File: src/rtl/adsb_pkg.sv
`timescale 1ns / 1ps
// Shared types, constants and field decode functions of the extended squitter decoder.
package adsb_pkg;

  localparam int ADSB_FRAME_LEN   = 14;
  localparam int ADSB_QUEUE_DEPTH = 2;
  localparam int ADSB_ME_BITS     = 56;

  // Frame kind chosen by the front end; each has its own field list
  typedef enum logic [3:0] {
    K_IDENT,
    K_SURFACE,
    K_AIRBORNE,
    K_VELOCITY,
    K_TEST_DATA,
    K_TEST_ACODE,
    K_EMERGENCY,
    K_TARGET_STATE,
    K_OP_STATUS
  } kind_t;

  // Message class codes on the output
  localparam logic [2:0] CLS_IDENT        = 3'd0;
  localparam logic [2:0] CLS_SURFACE      = 3'd1;
  localparam logic [2:0] CLS_AIRBORNE     = 3'd2;
  localparam logic [2:0] CLS_VELOCITY     = 3'd3;
  localparam logic [2:0] CLS_TEST         = 3'd4;
  localparam logic [2:0] CLS_EMERGENCY    = 3'd5;
  localparam logic [2:0] CLS_TARGET_STATE = 3'd6;
  localparam logic [2:0] CLS_OP_STATUS    = 3'd7;

  // One accepted frame handed from front to back
  typedef struct packed {
    kind_t                    kind;
    logic [23:0]              addr;
    logic [ADSB_ME_BITS-1:0]  me;
  } adsb_desc_t;

  function automatic logic [2:0] kind_class(input kind_t k);
    logic [2:0] c;
    case (k)
      K_IDENT:        c = CLS_IDENT;
      K_SURFACE:      c = CLS_SURFACE;
      K_AIRBORNE:     c = CLS_AIRBORNE;
      K_VELOCITY:     c = CLS_VELOCITY;
      K_TEST_DATA:    c = CLS_TEST;
      K_TEST_ACODE:   c = CLS_TEST;
      K_EMERGENCY:    c = CLS_EMERGENCY;
      K_TARGET_STATE: c = CLS_TARGET_STATE;
      K_OP_STATUS:    c = CLS_OP_STATUS;
      default:        c = CLS_IDENT;
    endcase
    return c;
  endfunction

  function automatic logic [4:0] kind_count(input kind_t k);
    logic [4:0] n;
    case (k)
      K_IDENT:        n = 5'd10;
      K_SURFACE:      n = 5'd8;
      K_AIRBORNE:     n = 5'd8;
      K_VELOCITY:     n = 5'd15;
      K_TEST_DATA:    n = 5'd8;
      K_TEST_ACODE:   n = 5'd3;
      K_EMERGENCY:    n = 5'd3;
      K_TARGET_STATE: n = 5'd18;
      K_OP_STATUS:    n = 5'd12;
      default:        n = 5'd1;
    endcase
    return n;
  endfunction

  // Six-bit identification character to ASCII
  function automatic logic [7:0] id_char(input logic [5:0] c);
    logic [7:0] r;
    case (c[5:4])
      2'd0:    r = 8'h40 + {4'd0, c[3:0]};
      2'd1:    r = 8'h50 + {4'd0, c[3:0]};
      2'd2:    r = (c[3:0] == 4'd0) ? 8'h20 : 8'h00;
      default: r = 8'h30 + {4'd0, c[3:0]};
    endcase
    return r;
  endfunction

  // Field value for one position of a kind's list, sliced from the ME bytes
  function automatic logic [16:0] field_val(input kind_t k, input logic [4:0] idx,
                                            input logic [ADSB_ME_BITS-1:0] me);
    logic [7:0]  b0, b1, b2, b3, b4, b5, b6;
    logic [16:0] v;
    b0 = me[55:48]; b1 = me[47:40]; b2 = me[39:32]; b3 = me[31:24];
    b4 = me[23:16]; b5 = me[15:8];  b6 = me[7:0];
    v = 17'd0;
    case (k)
      K_IDENT: begin
        case (idx)
          5'd0:    v = 17'(b0[7:3]);
          5'd1:    v = 17'(b0[2:0]);
          5'd2:    v = 17'(id_char(b1[7:2]));
          5'd3:    v = 17'(id_char({b1[1:0], b2[7:4]}));
          5'd4:    v = 17'(id_char({b2[3:0], b3[7:6]}));
          5'd5:    v = 17'(id_char(b3[5:0]));
          5'd6:    v = 17'(id_char(b4[7:2]));
          5'd7:    v = 17'(id_char({b4[1:0], b5[7:4]}));
          5'd8:    v = 17'(id_char({b5[3:0], b6[7:6]}));
          default: v = 17'(id_char(b6[5:0]));
        endcase
      end
      K_SURFACE, K_AIRBORNE: begin
        case (idx)
          5'd0:    v = 17'(b0[7:3]);
          5'd1:    v = (k == K_SURFACE) ? 17'({b0[2:0], b1[7:4]}) : 17'(b0[2:1]);
          5'd2:    v = (k == K_SURFACE) ? 17'(b1[3]) : 17'(b0[0]);
          5'd3:    v = (k == K_SURFACE) ? 17'({b1[2:0], b2[7:4]}) : 17'({b1, b2[7:4]});
          5'd4:    v = 17'(b2[3]);
          5'd5:    v = 17'(b2[2]);
          5'd6:    v = {b2[1:0], b3, b4[7:1]};
          default: v = {b4[0], b5, b6};
        endcase
      end
      K_VELOCITY: begin
        case (idx)
          5'd0:    v = 17'(b0[7:3]);
          5'd1:    v = 17'(b0[2:0]);
          5'd2:    v = 17'(b1[7]);
          5'd3:    v = 17'(b1[6]);
          5'd4:    v = 17'(b1[5:3]);
          5'd5:    v = 17'(b1[2]);
          5'd6:    v = 17'({b1[1:0], b2});
          5'd7:    v = 17'(b3[7]);
          5'd8:    v = 17'({b3[6:0], b4[7:5]});
          5'd9:    v = 17'(b4[4]);
          5'd10:   v = 17'(b4[3]);
          5'd11:   v = 17'({b4[2:0], b5[7:2]});
          5'd12:   v = 17'(b5[1:0]);
          5'd13:   v = 17'(b6[7]);
          default: v = 17'(b6[6:0]);
        endcase
      end
      K_TEST_DATA: begin
        case (idx)
          5'd0:    v = 17'(b0[7:3]);
          5'd1:    v = 17'(b0[2:0]);
          5'd2:    v = 17'(b1);
          5'd3:    v = 17'(b2);
          5'd4:    v = 17'(b3);
          5'd5:    v = 17'(b4);
          5'd6:    v = 17'(b5);
          default: v = 17'(b6);
        endcase
      end
      K_TEST_ACODE: begin
        case (idx)
          5'd0:    v = 17'(b0[7:3]);
          5'd1:    v = 17'(b0[2:0]);
          default: v = 17'({b1, b2[7:3]});
        endcase
      end
      K_EMERGENCY: begin
        case (idx)
          5'd0:    v = 17'(b0[7:3]);
          5'd1:    v = 17'(b0[2:0]);
          default: v = 17'(b1[7:5]);
        endcase
      end
      K_TARGET_STATE: begin
        case (idx)
          5'd0:    v = 17'(b0[7:3]);
          5'd1:    v = 17'(b0[2:1]);
          5'd2:    v = 17'({b0[0], b1[7]});
          5'd3:    v = 17'(b1[6]);
          5'd4:    v = 17'(b1[5]);
          5'd5:    v = 17'(b1[4:3]);
          5'd6:    v = 17'(b1[2:1]);
          5'd7:    v = 17'({b1[0], b2, b3[7]});
          5'd8:    v = 17'(b3[6:5]);
          5'd9:    v = 17'({b3[4:0], b4[7:4]});
          5'd10:   v = 17'(b4[3]);
          5'd11:   v = 17'(b4[2:1]);
          5'd12:   v = 17'({b4[0], b5[7:5]});
          5'd13:   v = 17'(b5[4]);
          5'd14:   v = 17'(b5[3:2]);
          5'd15:   v = 17'({b5[1:0], b6[7:5]});
          5'd16:   v = 17'(b6[4:3]);
          default: v = 17'(b6[2:0]);
        endcase
      end
      K_OP_STATUS: begin
        case (idx)
          5'd0:    v = 17'(b0[7:3]);
          5'd1:    v = 17'(b0[2:0]);
          5'd2:    v = 17'({b1, b2});
          5'd3:    v = 17'({b3, b4});
          5'd4:    v = 17'(b5[7:5]);
          5'd5:    v = 17'(b5[4]);
          5'd6:    v = 17'(b5[3:0]);
          5'd7:    v = 17'(b6[7:6]);
          5'd8:    v = 17'(b6[5:4]);
          5'd9:    v = 17'(b6[3]);
          5'd10:   v = 17'(b6[2]);
          default: v = 17'(b6[1:0]);
        endcase
      end
      default: v = 17'd0;
    endcase
    return v;
  endfunction

endpackage

File: src/rtl/adsb_front.sv
`timescale 1ns / 1ps
// Front end: collects frame bytes, checks length and format, classifies the ME.
module adsb_front import adsb_pkg::*; (
  input  logic       clk,
  input  logic       rst,
  input  logic       in_valid,
  output logic       in_ready,
  input  logic [7:0] in_byte,
  input  logic       in_last,
  input  logic       q_full,
  output logic       push,
  output adsb_desc_t push_desc
);

  localparam int CntW = $clog2(ADSB_FRAME_LEN + 2);

  logic [7:0]      frame_bytes [ADSB_FRAME_LEN];
  logic [CntW-1:0] byte_count;
  logic            take;
  logic            fmt_ok;
  logic            handled;
  logic [4:0]      df, tc;
  logic [2:0]      cf, st;
  kind_t           kind;

  assign in_ready = !q_full;
  assign take     = in_valid && in_ready;

  // Store bytes in frame order, drop those past the frame length
  always_ff @(posedge clk) begin
    if (take && (byte_count < CntW'(ADSB_FRAME_LEN))) begin
      frame_bytes[byte_count[$clog2(ADSB_FRAME_LEN)-1:0]] <= in_byte;
    end
  end

  // Count bytes, saturate on overlong frames, restart at frame end
  always_ff @(posedge clk) begin
    if (rst) begin
      byte_count <= '0;
    end else if (take) begin
      if (in_last) begin
        byte_count <= '0;
      end else if (byte_count < CntW'(ADSB_FRAME_LEN + 1)) begin
        byte_count <= byte_count + CntW'(1);
      end
    end
  end

  // Check format: the closing byte must be the last one of a full frame
  always_comb begin
    df = frame_bytes[0][7:3];
    cf = frame_bytes[0][2:0];
    tc = frame_bytes[4][7:3];
    st = frame_bytes[4][2:0];
    fmt_ok = (byte_count == CntW'(ADSB_FRAME_LEN - 1)) &&
             ((df == 5'd17) ||
              ((df == 5'd18) && ((cf == 3'd0) || (cf == 3'd2) || (cf == 3'd3) ||
                                 (cf == 3'd5))) ||
              ((df == 5'd19) && (cf == 3'd0)));
  end

  // Classify on type code and subtype
  always_comb begin
    handled = 1'b1;
    kind    = K_IDENT;
    if ((tc >= 5'd1) && (tc <= 5'd4)) begin
      kind = K_IDENT;
    end else if ((tc >= 5'd5) && (tc <= 5'd8)) begin
      kind = K_SURFACE;
    end else if (((tc >= 5'd9) && (tc <= 5'd18)) || ((tc >= 5'd20) && (tc <= 5'd22))) begin
      kind = K_AIRBORNE;
    end else if ((tc == 5'd19) && (st >= 3'd1) && (st <= 3'd4)) begin
      kind = K_VELOCITY;
    end else if ((tc == 5'd23) && (st == 3'd0)) begin
      kind = K_TEST_DATA;
    end else if ((tc == 5'd23) && (st == 3'd7)) begin
      kind = K_TEST_ACODE;
    end else if ((tc == 5'd28) && (st == 3'd1)) begin
      kind = K_EMERGENCY;
    end else if ((tc == 5'd29) && (st[2:1] == 2'd0)) begin
      kind = K_TARGET_STATE;
    end else if ((tc == 5'd31) && ((st == 3'd0) || (st == 3'd1))) begin
      kind = K_OP_STATUS;
    end else begin
      handled = 1'b0;
    end
  end

  assign push           = take && in_last && fmt_ok && handled;
  assign push_desc.kind = kind;
  assign push_desc.addr = {frame_bytes[1], frame_bytes[2], frame_bytes[3]};
  assign push_desc.me   = {frame_bytes[4], frame_bytes[5], frame_bytes[6], frame_bytes[7],
                           frame_bytes[8], frame_bytes[9], frame_bytes[10]};

endmodule

File: src/rtl/adsb_queue.sv
`timescale 1ns / 1ps
// Short frame queue between front end and field sequencer.
module adsb_queue import adsb_pkg::*; #(
  parameter int DEPTH = ADSB_QUEUE_DEPTH
) (
  input  logic       clk,
  input  logic       rst,
  input  logic       push,
  input  adsb_desc_t push_desc,
  output logic       full,
  input  logic       pop,
  output logic       empty,
  output adsb_desc_t head
);

  localparam int PtrW = (DEPTH > 1) ? $clog2(DEPTH) : 1;
  localparam int CntW = $clog2(DEPTH + 1);

  adsb_desc_t      entries [DEPTH];
  logic [PtrW-1:0] wr_ptr, rd_ptr;
  logic [CntW-1:0] count;
  logic            do_push, do_pop;

  assign full    = (count == CntW'(DEPTH));
  assign empty   = (count == '0);
  assign do_push = push && !full;
  assign do_pop  = pop && !empty;
  assign head    = entries[rd_ptr];

  // Write the new frame at the tail
  always_ff @(posedge clk) begin
    if (do_push) begin
      entries[wr_ptr] <= push_desc;
    end
  end

  // Advance pointers and track fill
  always_ff @(posedge clk) begin
    if (rst) begin
      wr_ptr <= '0;
      rd_ptr <= '0;
      count  <= '0;
    end else begin
      if (do_push) begin
        wr_ptr <= (wr_ptr == PtrW'(DEPTH - 1)) ? '0 : wr_ptr + PtrW'(1);
      end
      if (do_pop) begin
        rd_ptr <= (rd_ptr == PtrW'(DEPTH - 1)) ? '0 : rd_ptr + PtrW'(1);
      end
      if (do_push && !do_pop) begin
        count <= count + CntW'(1);
      end else if (do_pop && !do_push) begin
        count <= count - CntW'(1);
      end
    end
  end

endmodule

File: src/rtl/adsb_back.sv
`timescale 1ns / 1ps
// Field sequencer: walks a frame's field list and drives the registered output.
module adsb_back import adsb_pkg::*; (
  input  logic        clk,
  input  logic        rst,
  input  logic        q_empty,
  input  adsb_desc_t  q_head,
  output logic        pop,
  output logic        out_valid,
  input  logic        out_ready,
  output logic [2:0]  out_class,
  output logic [4:0]  out_index,
  output logic [16:0] out_value,
  output logic [23:0] out_addr,
  output logic        out_last
);

  adsb_desc_t cur;
  logic       busy;
  logic [4:0] idx;
  logic       load_out;
  logic       at_end;

  assign pop      = !busy && !q_empty;
  assign load_out = busy && (!out_valid || out_ready);
  assign at_end   = (idx == (kind_count(cur.kind) - 5'd1));

  // Take a frame from the queue and step through its fields
  always_ff @(posedge clk) begin
    if (rst) begin
      busy <= 1'b0;
      idx  <= '0;
    end else if (pop) begin
      busy <= 1'b1;
      idx  <= '0;
    end else if (load_out) begin
      if (at_end) begin
        busy <= 1'b0;
      end else begin
        idx <= idx + 5'd1;
      end
    end
  end

  always_ff @(posedge clk) begin
    if (pop) begin
      cur <= q_head;
    end
  end

  // Hold output valid until the transfer completes
  always_ff @(posedge clk) begin
    if (rst) begin
      out_valid <= 1'b0;
    end else if (load_out) begin
      out_valid <= 1'b1;
    end else if (out_ready) begin
      out_valid <= 1'b0;
    end
  end

  // Load the next field into the output register
  always_ff @(posedge clk) begin
    if (load_out) begin
      out_class <= kind_class(cur.kind);
      out_index <= idx;
      out_value <= field_val(cur.kind, idx, cur.me);
      out_addr  <= cur.addr;
      out_last  <= at_end;
    end
  end

endmodule

File: src/rtl/ads_b_extended_squitter_decoder_unit.sv
`timescale 1ns / 1ps
// Top level of the ADS-B extended squitter decoder.
// Input: one byte per cycle; input stalls whenever the frame queue is full.
// Path: last byte -> queue entry -> sequencer frame register -> output register (first field).
// Throughput: one field per cycle unless m_axis_tready stalls; new frame after the last field.
// The frame queue lets the front end keep collecting bytes while a run is still going out.
// Reset (rst, synchronous, active high) empties the queue, clears byte count and output valid.
module ads_b_extended_squitter_decoder_unit import adsb_pkg::*; #(
  parameter int QUEUE_DEPTH = ADSB_QUEUE_DEPTH
) (
  input  logic        clk,
  input  logic        rst,
  input  logic        s_axis_tvalid,
  output logic        s_axis_tready,
  input  logic [7:0]  s_axis_tdata,   // [7:0] data_byte
  input  logic        s_axis_tlast,   // end_of_packet
  output logic        m_axis_tvalid,
  input  logic        m_axis_tready,
  // [2:0] message_class, [7:3] field_index, [24:8] field_value,
  // [48:25] aircraft_address, [55:49] zero
  output logic [55:0] m_axis_tdata,
  output logic        m_axis_tlast    // last_field
);

  logic        q_full, q_empty, push, pop;
  adsb_desc_t  push_desc, q_head;
  logic [2:0]  out_class;
  logic [4:0]  out_index;
  logic [16:0] out_value;
  logic [23:0] out_addr;

  adsb_front u_front (
    .clk       (clk),
    .rst       (rst),
    .in_valid  (s_axis_tvalid),
    .in_ready  (s_axis_tready),
    .in_byte   (s_axis_tdata),
    .in_last   (s_axis_tlast),
    .q_full    (q_full),
    .push      (push),
    .push_desc (push_desc)
  );

  adsb_queue #(.DEPTH(QUEUE_DEPTH)) u_queue (
    .clk       (clk),
    .rst       (rst),
    .push      (push),
    .push_desc (push_desc),
    .full      (q_full),
    .pop       (pop),
    .empty     (q_empty),
    .head      (q_head)
  );

  adsb_back u_back (
    .clk       (clk),
    .rst       (rst),
    .q_empty   (q_empty),
    .q_head    (q_head),
    .pop       (pop),
    .out_valid (m_axis_tvalid),
    .out_ready (m_axis_tready),
    .out_class (out_class),
    .out_index (out_index),
    .out_value (out_value),
    .out_addr  (out_addr),
    .out_last  (m_axis_tlast)
  );

  // Pack result fields, lowest field first
  assign m_axis_tdata = {7'd0, out_addr, out_value, out_index, out_class};

endmodule
File: config.mk
export PLATFORM = sky130hd
export DESIGN_NAME = ads_b_extended_squitter_decoder_unit
export DESIGN_NICKNAME = d
export VERILOG_FILES = /design/src/rtl/adsb_pkg.sv /design/src/rtl/adsb_front.sv /design/src/rtl/adsb_queue.sv /design/src/rtl/adsb_back.sv /design/src/rtl/ads_b_extended_squitter_decoder_unit.sv
export SDC_FILE = /design/constraint.sdc
export NUM_CORES = 1
export LEC_CHECK = 0
export BUFFER_PORTS_ARGS = -buffer_cell sky130_fd_sc_hd__buf_4
export CAP_MARGIN = 20
export CORE_ASPECT_RATIO = 0.7
export CORE_MARGIN = 8
export CORE_UTILIZATION = 28
export DETAILED_ROUTE_END_ITERATION = 6
export HOLD_SLACK_MARGIN = 0.05
export MAX_ROUTING_LAYER = met4
export PLACE_DENSITY = 0.47
export SLEW_MARGIN = 20
export SYNTH_ARGS = -nofsm -noshare
export SYNTH_HDL_FRONTEND = slang
export SYNTH_SLANG_ARGS = --single-unit
File: constraint.sdc
create_clock -name clk -period 16.6 [get_ports clk]
set_clock_uncertainty 0.1 [all_clocks]
set_input_delay 0 -clock clk [delete_from_list [all_inputs] [get_ports clk]]
set_output_delay 0 -clock clk [all_outputs]
set_load 0.01 [all_outputs]
**Word level (Yosys, flattened, before mapping)**

Memory sizes are Yosys's and may differ from the RTL's. A register that Yosys moved wholly into a read port is not among the register bits.
Cells that the tools add are included.

- Add/sub/neg operators: 31
- Order comparisons: 12
- Equality and inequality tests: 56
- Multiplexer cells: 61
- Bitwise operators: 1
- Reduce and logical (&&, ||, !) cells: 71

Operators by type and width:

| kind | count |
|---|---|
| one-hot mux 8 bit (3 select lines) | 8 |
| one-hot mux 16 bit (11 select lines) | 1 |
| one-hot mux 10 bit (17 select lines) | 1 |
| one-hot mux 10 bit (14 select lines) | 1 |
| one-hot mux 17 bit (8 select lines) | 1 |
| adder 7 x 4 -> 8 bit, first input constant | 16 |
| one-hot mux 17 bit (7 select lines) | 1 |
| one-hot mux 8 bit (9 select lines) | 1 |
| adder 6 x 4 -> 7 bit, first input constant | 8 |
| one-hot mux 8 bit (7 select lines) | 1 |
| 2-to-1 mux 6 bit | 8 |
| equality test 5 bit, second input constant | 9 |
| 2-to-1 mux 4 bit | 11 |
| equality test 5 x 4 -> 1 bit, second input constant | 8 |
| zero test 4 bit | 9 |
| one-hot mux 13 bit (2 select lines) | 1 |
| logical AND 1 bit | 25 |
| 2-to-1 mux 1 bit | 21 |
| equality test 5 x 3 -> 1 bit, second input constant | 4 |
| zero test 2 bit | 10 |
| equality test 2 bit, second input constant | 9 |
| equality test 2 x 1 -> 1 bit, second input constant | 8 |
| equality test 4 x 3 -> 1 bit, second input constant | 4 |
| 2-to-1 mux 12 bit | 1 |
| other kinds (36) | 65 |

- Flip-flop bits (word level): 62
- Memory bits (writable): 280
- ROM bits: 128
- Bits of input ports: 13
- Memories kept: 4

Memories:

| name | depth | width | read ports | clocked after Yosys merged registers in | wr ports | RTL line | RTL |
|---|---|---|---|---|---|---|---|
| u_queue.entries | 2 | 84 | 1 | 1 | 1 | adsb_queue.sv:19 | `adsb_desc_t entries [DEPTH];` |
| u_front.frame_bytes | 14 | 8 | 11 | 0 | 1 | adsb_front.sv:17 | `logic [7:0] frame_bytes [ADSB_FRAME_LEN];` |
| (no name shown) | 16 | 5 | 1 | 0 | 0 | adsb_pkg.sv:58 | `case (k)` |
| (no name shown) | 16 | 3 | 1 | 1 | 0 | adsb_pkg.sv:41 | `case (k)` |

**Longest topological paths before layout**

Gate-level depths: netlist of run 1.
An unclocked memory read counts as a cell.

- Depth in word-level cells: 19
- Mapped depth: 12
- Gate-level depth less buffers: 11

**By module**

A second synthesis of run 1 with hierarchy kept.

- Cells, all modules: 1164
- Area, all modules: 17421.7 sq um

Modules (own cells, without submodules):

| module | instances | cells an instance | area each (sq um) |
|---|---|---|---|
| adsb_back | 1 | 692 | 7778.7 |
| adsb_queue | 1 | 286 | 6293.5 |
| adsb_front | 1 | 178 | 3293.2 |
| ads_b_extended_squitter_decoder_unit | 1 | 8 | 56.3 |

**Worst setup path before layout of run 1**

Ideal clock, no wire load.

- Path type: flip-flop to flip-flop
- Start point: memory u_front.frame_bytes[4][6]
- End point: memory u_queue.entries[0][0] in the netlist's numbering, enable pin
- Setup time: 0.537 ns
- Arrival: 5.136 ns
- Path slack: 10.826 ns
- Stages on the path, launching flop included: 7
- Buffers on the path: 0
- Period minus slack after synthesis: 5.774 ns
- Path through: edfxtp_1 -> nor2b_1 -> and4_1 -> o2bb2ai_1 -> a221o_1 -> o311a_1 -> nor2b_1

RTL lines:

| item | RTL line |
|---|---|
| start, declared | adsb_front.sv:17 |
| end, declared | adsb_queue.sv:19 |

**Worst setup path in the final report of run 1**

- Start point: register u_back.idx[0]
- End point: register u_back.out_value[7], data pin

- Cells in the longest elaborated chain, start to end: 3
- Elaborated cells between the ends (all ways): 25
- Classes of those cells: 16 x eq/ne; 8 x mux; 1 x reduce/logical

Ends and longest elaborated chain:

| item | RTL line | RTL |
|---|---|---|
| start, declared | adsb_back.sv:20 | `logic [4:0] idx;` |
| start signal, assigned | adsb_back.sv:40 | `idx <= idx + 5'd1;` |
| equality test 5 bit, or another cell as far along | adsb_pkg.sv:166 | `case (idx)` |
| one-hot mux 10 bit (17 select lines), or another cell as far along | adsb_pkg.sv:166 |  |
| one-hot mux 17 bit (8 select lines) * | adsb_pkg.sv:93 | `case (k)` |
| end signal, assigned | adsb_back.sv:67 | `out_value <= field_val(cur.kind, idx, cur.me);` |
| end, declared | adsb_back.sv:13 | `output logic [16:0] out_value,` |

Mark *: on every way between the ends. The rest lies on a longest branch, timed or not.
A chain may end at the register's enable or synchronous reset.

==> impl_metrics.ini, run 1 <==
[setup_path]
critical_path.endpoint_type = register
reg2reg_from = u_back.idx[0]
crit_fanout = 18
crit_path_max_incr_delay_ns = 0.61
r2r_slack_ns = 12.43
worst_setup_path_start_kind = register
r2r_end = u_back.out_value[7]
reg2reg_depth = 10
critPathRequiredTime_ns = 16.81
worstPathCellList = inv_1, ha_1, nor4bb_1, buf_4, or2_0, nor4b_4, and2_1, or2_1, nor2_1, or4_1
arrival_ns = 4.38
critPathKind = reg -> reg
slowest_stage = nor4b_4

[detailed_routing]
wl_per_cell_um = 26.4
dr.pass1.iters = 7
totalWireLength_um = 54500
drtIter0Drc = 1403
vias_per_cell = 5.22
final_antenna_net_count = 0
dr_total_vias = 10770
drc_errors = 0

[worst_hold_path]
min_to = u_back.out_valid
min_path_type = in -> reg
worstHoldStart = rst
min_path_cells = 3

[sta]
hold_slack_ns = 0.176
fmax_ghz = 0.240
tightest_slew_ns = 1.08
slew_violations = 0
rsz0062_at_grt = false
fin_crit_ns = 4.17
setup_violations = 0
finalCritPeriodShare_pct = 25.1
hold_viol = 0
fin_tns_setup_ns = 0
max_slew_margin_pct = 28.1

[logic_synthesis]
yosysMostFrequentCell = edfxtp_1
synth_top_family_by_area = compound AO/OA/AOI/OAI gates
synth_compound_area_share_pct = 11.3
synthXorXnorAreaFrac_pct = 0.667
netlist_area_um2 = 17100
synthTopCellsByArea = edfxtp_1 69%, mux2_2 6.0%, a22oi_1 2.4%, dfxtp_1 1.8%, nand2_1 1.5%
synthFlopType = edfxtp_1
synth_top_area_share_pct = 68.6
ys_ff_latch = 405
async_flop_share_pct = 0
yosysUniqueCellTypes = 75
yosysSeqAreaShare_pct = 70.4
netlist_instances = 1142
synthAdderAreaFrac_pct = 1.17
ys.warnings.count = 0
synth_edf_count = 390
synth_top_area_cell = edfxtp_1
synthMuxAreaShare_pct = 6.54
avgSynthCellArea_um2 = 14.9
yosys.area_share.simple_pct = 7.56
synth_top_cells_by_count = 390 x edfxtp_1, 91 x mux2_2, 69 x nand2_1

[placement]
gp_congestion = 0.973
io_buffers = 64
hpwl_um = 36300

[power_and_ir_drop]
p_leak_nw = 6.29
peakVddDrop_mv = 0.0700
p_per_area_nw_per_um2 = 156

[die]
die_w_um = 311
core_area_um2 = 60100
die_area_um2 = 69300
die_h_um = 223
start_util_pct = 28.4
num_io_pins = 72
num_rows = 75

[grt]
grt_usage_pct = 15.7
grt_pass1_vias = 10846
gr-total-overflow = 0
antenna_found_initial = 1
grt_first_pass_wirelength_um = 79000
grt_max_degree = 61

[clocking]
clk_path_buf_depth = 3
clkSlewWorstSetupHoldPaths_ns = 0.06
clock_sinks = 405
insertion_delay_ns = 0.58
tritoncts = yes
cts_root_buffer = clkbuf_16
cts.htree.levels = 2
cts_made_buffers = 43

[final_layout]
drive_above_1_share_pct = 20.1
diodes = 0
area_growth_pct = 17.0
fillCellCount = 5940
nNetsFinal = 1251

[flow_run]
max_cap_violations = 0

[status]
outcome = finished, final reports clean
-- kinds of logic (layout without fill, tap and decap cells) --
family	after synthesis	count (layout)
multiplexers	100	100
AND/OR/NAND/NOR	245	245
XOR/XNOR	13	13
other	1	7
flip-flops	405	405
buffers and inverters	95	202
adder cells (fa/ha/maj)	16	16
AO/OA/AOI/OAI	267	267
-- report_power, final --
part / leakage (nW) / internal [mW] / switching (mW)
combinational: 1.99 / 0.246 / 0.417
sequential: 3.68 / 1.32 / 0.239
clock: 0.615 / 0.497 / 0.394
-- flip-flops by register name, summed over array words and instances (netlist names), 4 cells and up --
| name | count |
|---|---|
| u_back.out_index | 5 |
| u_back.out_addr | 24 |
| u_queue.entries | 168 |
| u_back.cur | 84 |
| u_back.out_value | 17 |
| u_front.byte_count | 4 |
| u_front.frame_bytes | 88 |
| u_back.idx | 5 |
-- worst max-delay path, delay by kind of cell, from the launching register on --
family | cells | cell delay, ns
simple gates | 7 | 2.48
fa+ha+maj | 1 | 0.50
buf+inv | 2 | 0.36
flops | 1 | 0.45
-- worst max-delay path by stage --
stage	start	endpoint	slack, ns	cells past startpoint
2_1_floorplan	u_front.frame_bytes[4][6]	u_queue.entries[0][0]	10.83	6
3_5_place_dp	u_back.idx[0]	u_back.out_value[7]	12.53	10
4_1_cts	u_back.idx[0]	u_back.out_value[7]	12.52	10
5_1_grt	u_back.idx[0]	u_back.out_value[7]	12.21	10
6_report	u_back.idx[0]	u_back.out_value[7]	12.43	10
3_3_place_gp	u_back.idx[0]	u_back.out_value[7]	12.62	10
-- placed cells by master (no fill, tap or decap), types with 18 or more instances in the layout --
cell       instances
a21oi_1           47
a221oi_1          18
a22oi_1           54
buf_4             87
clkbuf_16         43
edfxtp_1         390
inv_1             21
mux2_2            91
nand2_1           69
nor2_1            49
o21ai_0           25
-- repair_timing --
| item | 4_1_cts | 5_1_grt |
|---|---|---|
| hold endpoints to repair | 103 | 0 |
| hold buffers | 14 | 0 |
| gates resized for setup | 0 | 0 |
| setup buffers | 0 | 0 |
-- area by class of cell --
type | count | area, um2 | share of cell area (%)
inverters | 23 | 87.6 | 0.439
repair buffers | 101 | 793 | 3.97
clock inverters | 21 | 165 | 0.827
clock buffers | 57 | 1130 | 5.65
flip-flops and latches | 405 | 12000 | 60.2
multi-input cells | 648 | 4760 | 23.9
well taps | 808 | 1010 | 5.06
-- routing by layer --
| layer | vias up | share of wire [%] | GRT usage [%] |
|---|---|---|---|
| li1 | 4701 | - | - |
| met1 | 5504 | 50 | 23.2 |
| met2 | 465 | 41 | 21.5 |
| met3 | 100 | 7.3 | 3.42 |
| met4 | 0 | 2.3 | 4.00 |
| met5 | - | 0 | - |
-- stage by stage --
stage          instance area, um2  instances  setup WS [ns]  utilization [%]  total power, mW
4_1_cts                     20000       2063          12.52             33.2             3.14
2_1_floorplan               17100       1148          10.83                -             1.84
3_5_place_dp                18500       1971          12.53             30.9             2.23
6_report                    20000       2063          12.43             33.2             3.11
3_3_place_gp                18500       1971          12.62             30.9             2.24
5_1_grt                     20000       2063          12.21             33.2             3.24
Power figures use the tool's default switching activity.
==> run 2: changes to the inputs <==
ABC_AREA = 1   (was default)
clock period = 4.2 ns   (was 16.6 ns; I/O delays follow)
==> run 2 against run 1 <==
Via count is 19% higher. Cell area is 4.8% higher. Synthesized area is 4.4% higher. Register-to-register slack worse by 11 ns. Sequential share of layout area is 2.8 points lower. Core utilization hardly changed. Maximum frequency is 34% higher. Sequential power grew to 4.0 times the previous value. Critical path type unchanged. Combinational power grew to 5.6 times the previous value. Die area is 4.1% higher. Highest routed layer unchanged. Non-clock buffer count is 6 higher.
==> impl_metrics.ini, run 2 <==
[die]
num_io_pins = 72
num_rows = 77
start_util_pct = 28.3
die_area_um2 = 72100
die_h_um = 227
core_area_um2 = 63000
die_w_um = 318

[logic_synthesis]
yosysSeqAreaShare_pct = 67.4
yosysMostFrequentCell = nand2_1
synth_top_area_cell = edfxtp_1
netlist_instances = 1660
synthTopCellsByArea = edfxtp_1 66%, nand2_1 11%, nor2_1 3.1%, nand3_1 3.0%, inv_1 2.5%
async_flop_share_pct = 0
synth_edf_count = 390
synth_top_cells_by_count = 542 x nand2_1, 390 x edfxtp_1, 147 x nor2_1
synth_top_area_share_pct = 65.7
ys.warnings.count = 0
synthFlopType = edfxtp_1
netlist_area_um2 = 17800
ys_ff_latch = 405
yosysUniqueCellTypes = 53
avgSynthCellArea_um2 = 10.7

[final_layout]
nNetsFinal = 1798
fillCellCount = 6408
largest-register = u_queue.entries
fin_area_um2 = 20900
mostFrequentLayoutCells = 542 x nand2_1, 390 x edfxtp_1, 145 x nor2_1
drive_above_1_share_pct = 12.1
area_growth_pct = 17.4
fin_cells = 2637
layout_commonest_cell = nand2_1
largest_reg_flops = 168

[detailed_routing]
totalWireLength_um = 61500
drtIter0Drc = 1350
wl_per_cell_um = 23.3
dr_total_vias = 12793
vias_per_cell = 4.85
drc_errors = 0
dr.pass1.iters = 7
final_antenna_net_count = 0

[grt]
antenna_found_initial = 5
grt_first_pass_wirelength_um = 88500
grt_pass1_vias = 12214
grt_max_degree = 49
gr-total-overflow = 0
grt_usage_pct = 17.2

[clocking]
tritoncts = yes
clk_path_buf_depth = 3
cts.htree.levels = 2
clkSlewWorstSetupHoldPaths_ns = 0.06
insertion_delay_ns = 0.58
clock_sinks = 405
cts_setup_buffers = 0
cts_root_buffer = clkbuf_16
cts_made_buffers = 42

[sta]
max_slew_margin_pct = 32.4
finalCritPeriodShare_pct = 74.3
fin_crit_ns = 3.12
rsz0062_at_grt = false
hold_viol = 0
slew_violations = 0
setup_violations = 0
tightest_slew_ns = 1.01
fmax_ghz = 0.321
fin_tns_setup_ns = 0
hold_slack_ns = 0.212
fin_ws_ns = 1.08

[setup_path]
critPathRequiredTime_ns = 4.53
worst_setup_path_start_kind = register
arrival_ns = 3.45
critical_path.endpoint_type = register
crit_path_max_incr_delay_ns = 0.68
crit_fanout = 8
worstPathCellList = nand2_1, nor2_1, ha_1, inv_1, o21ai_0, nor3_1, nand2_1, nor2_1, nor2_1, nor2_1, nand3_1
path_common_cell = nor2_1
slowest_stage = dfxtp_1
critPathKind = reg -> reg

[placement]
dpl_worst_slack_ns = 1.23
hpwl_um = 44100
io_buffers = 64
gp_congestion = 1.03
placed_area_um2 = 19300
placed_cells = 2539

[power_and_ir_drop]
p_per_area_nw_per_um2 = 658
peakVddDrop_mv = 0.307
p_leak_nw = 8.00

[worst_hold_path]
min_path_type = in -> reg

[flow_run]
max_cap_violations = 0

[status]
outcome = finished, final reports clean
## run 2: where the power goes
group,internal (mW),total (mW),switching (mW)
clock network,2.20,3.81,1.60
registers,5.34,6.27,0.926
logic,0.991,3.70,2.70
## run 2: final timing paths
path	endpoint	start	slack (ns)	cells past startpoint
worst max-delay path	u_back.out_value[0]	u_back.idx[3]	1.08	11
worst min-delay path	u_back.busy	rst	0.21	5
worst max register to register	u_back.out_value[0]	u_back.idx[3]	1.08	11
worst min register to register	u_back.out_addr[15]	u_back.cur[71]	0.32	0
## run 2: kinds of logic after synthesis
group,Yosys count,synth area share [%]
and+or+nand+nor,883,21.1
xor gates and xnor gates,4,0.197
adders and majority gates,16,1.12
other,1,0.0210
AOI/OAI and AO/OA,176,5.85
DFF,405,67.4
buffers and inverters,175,4.30
## run 2: area by class of cell
cell class	instances	area, um2	area share, %
sequential	405	12000	57.4
multi-input combinational	1086	5110	24.4
clock buffer	55	1110	5.30
tap	829	1040	4.96
timing repair buffer	107	853	4.08
inverter	127	489	2.34
clock inverter	23	305	1.46
antenna	5	12.5	0.0598
## run 2: metal layers
metal | GRT usage, % | wire length, um | vias up
met4 | 4.18 | 1250 | 0
met5 | - | 0 | -
met2 | 23.5 | 24500 | 495
met3 | 4.10 | 5090 | 91
li1 | - | - | 5911
met1 | 25.3 | 30700 | 6296
## run 2: timing repair
item                                   4_1_cts  5_1_grt
hold buffers                                15        0
gates resized for setup                      0        0
endpoints found under the hold margin      111        0
## run 2: critical path: cells and delay by family (launching register included)
| family | cells | cell delay [ns] |
|---|---|---|
| and+or+nand+nor | 8 | 1.18 |
| DFF | 1 | 0.68 |
| AOI/OAI and AO/OA | 1 | 0.56 |
| buffers and inverters | 1 | 0.15 |
| adders and majority gates | 1 | 0.32 |
## run 2: stage by stage
step | util, % | power (mW)
after floorplan | - | 7.93
after global placement | 30.7 | 10.1
after detailed placement | 30.7 | 9.95
after CTS | 33.2 | 13.8
after global routing | 33.2 | 14.4
final | 33.2 | 13.8
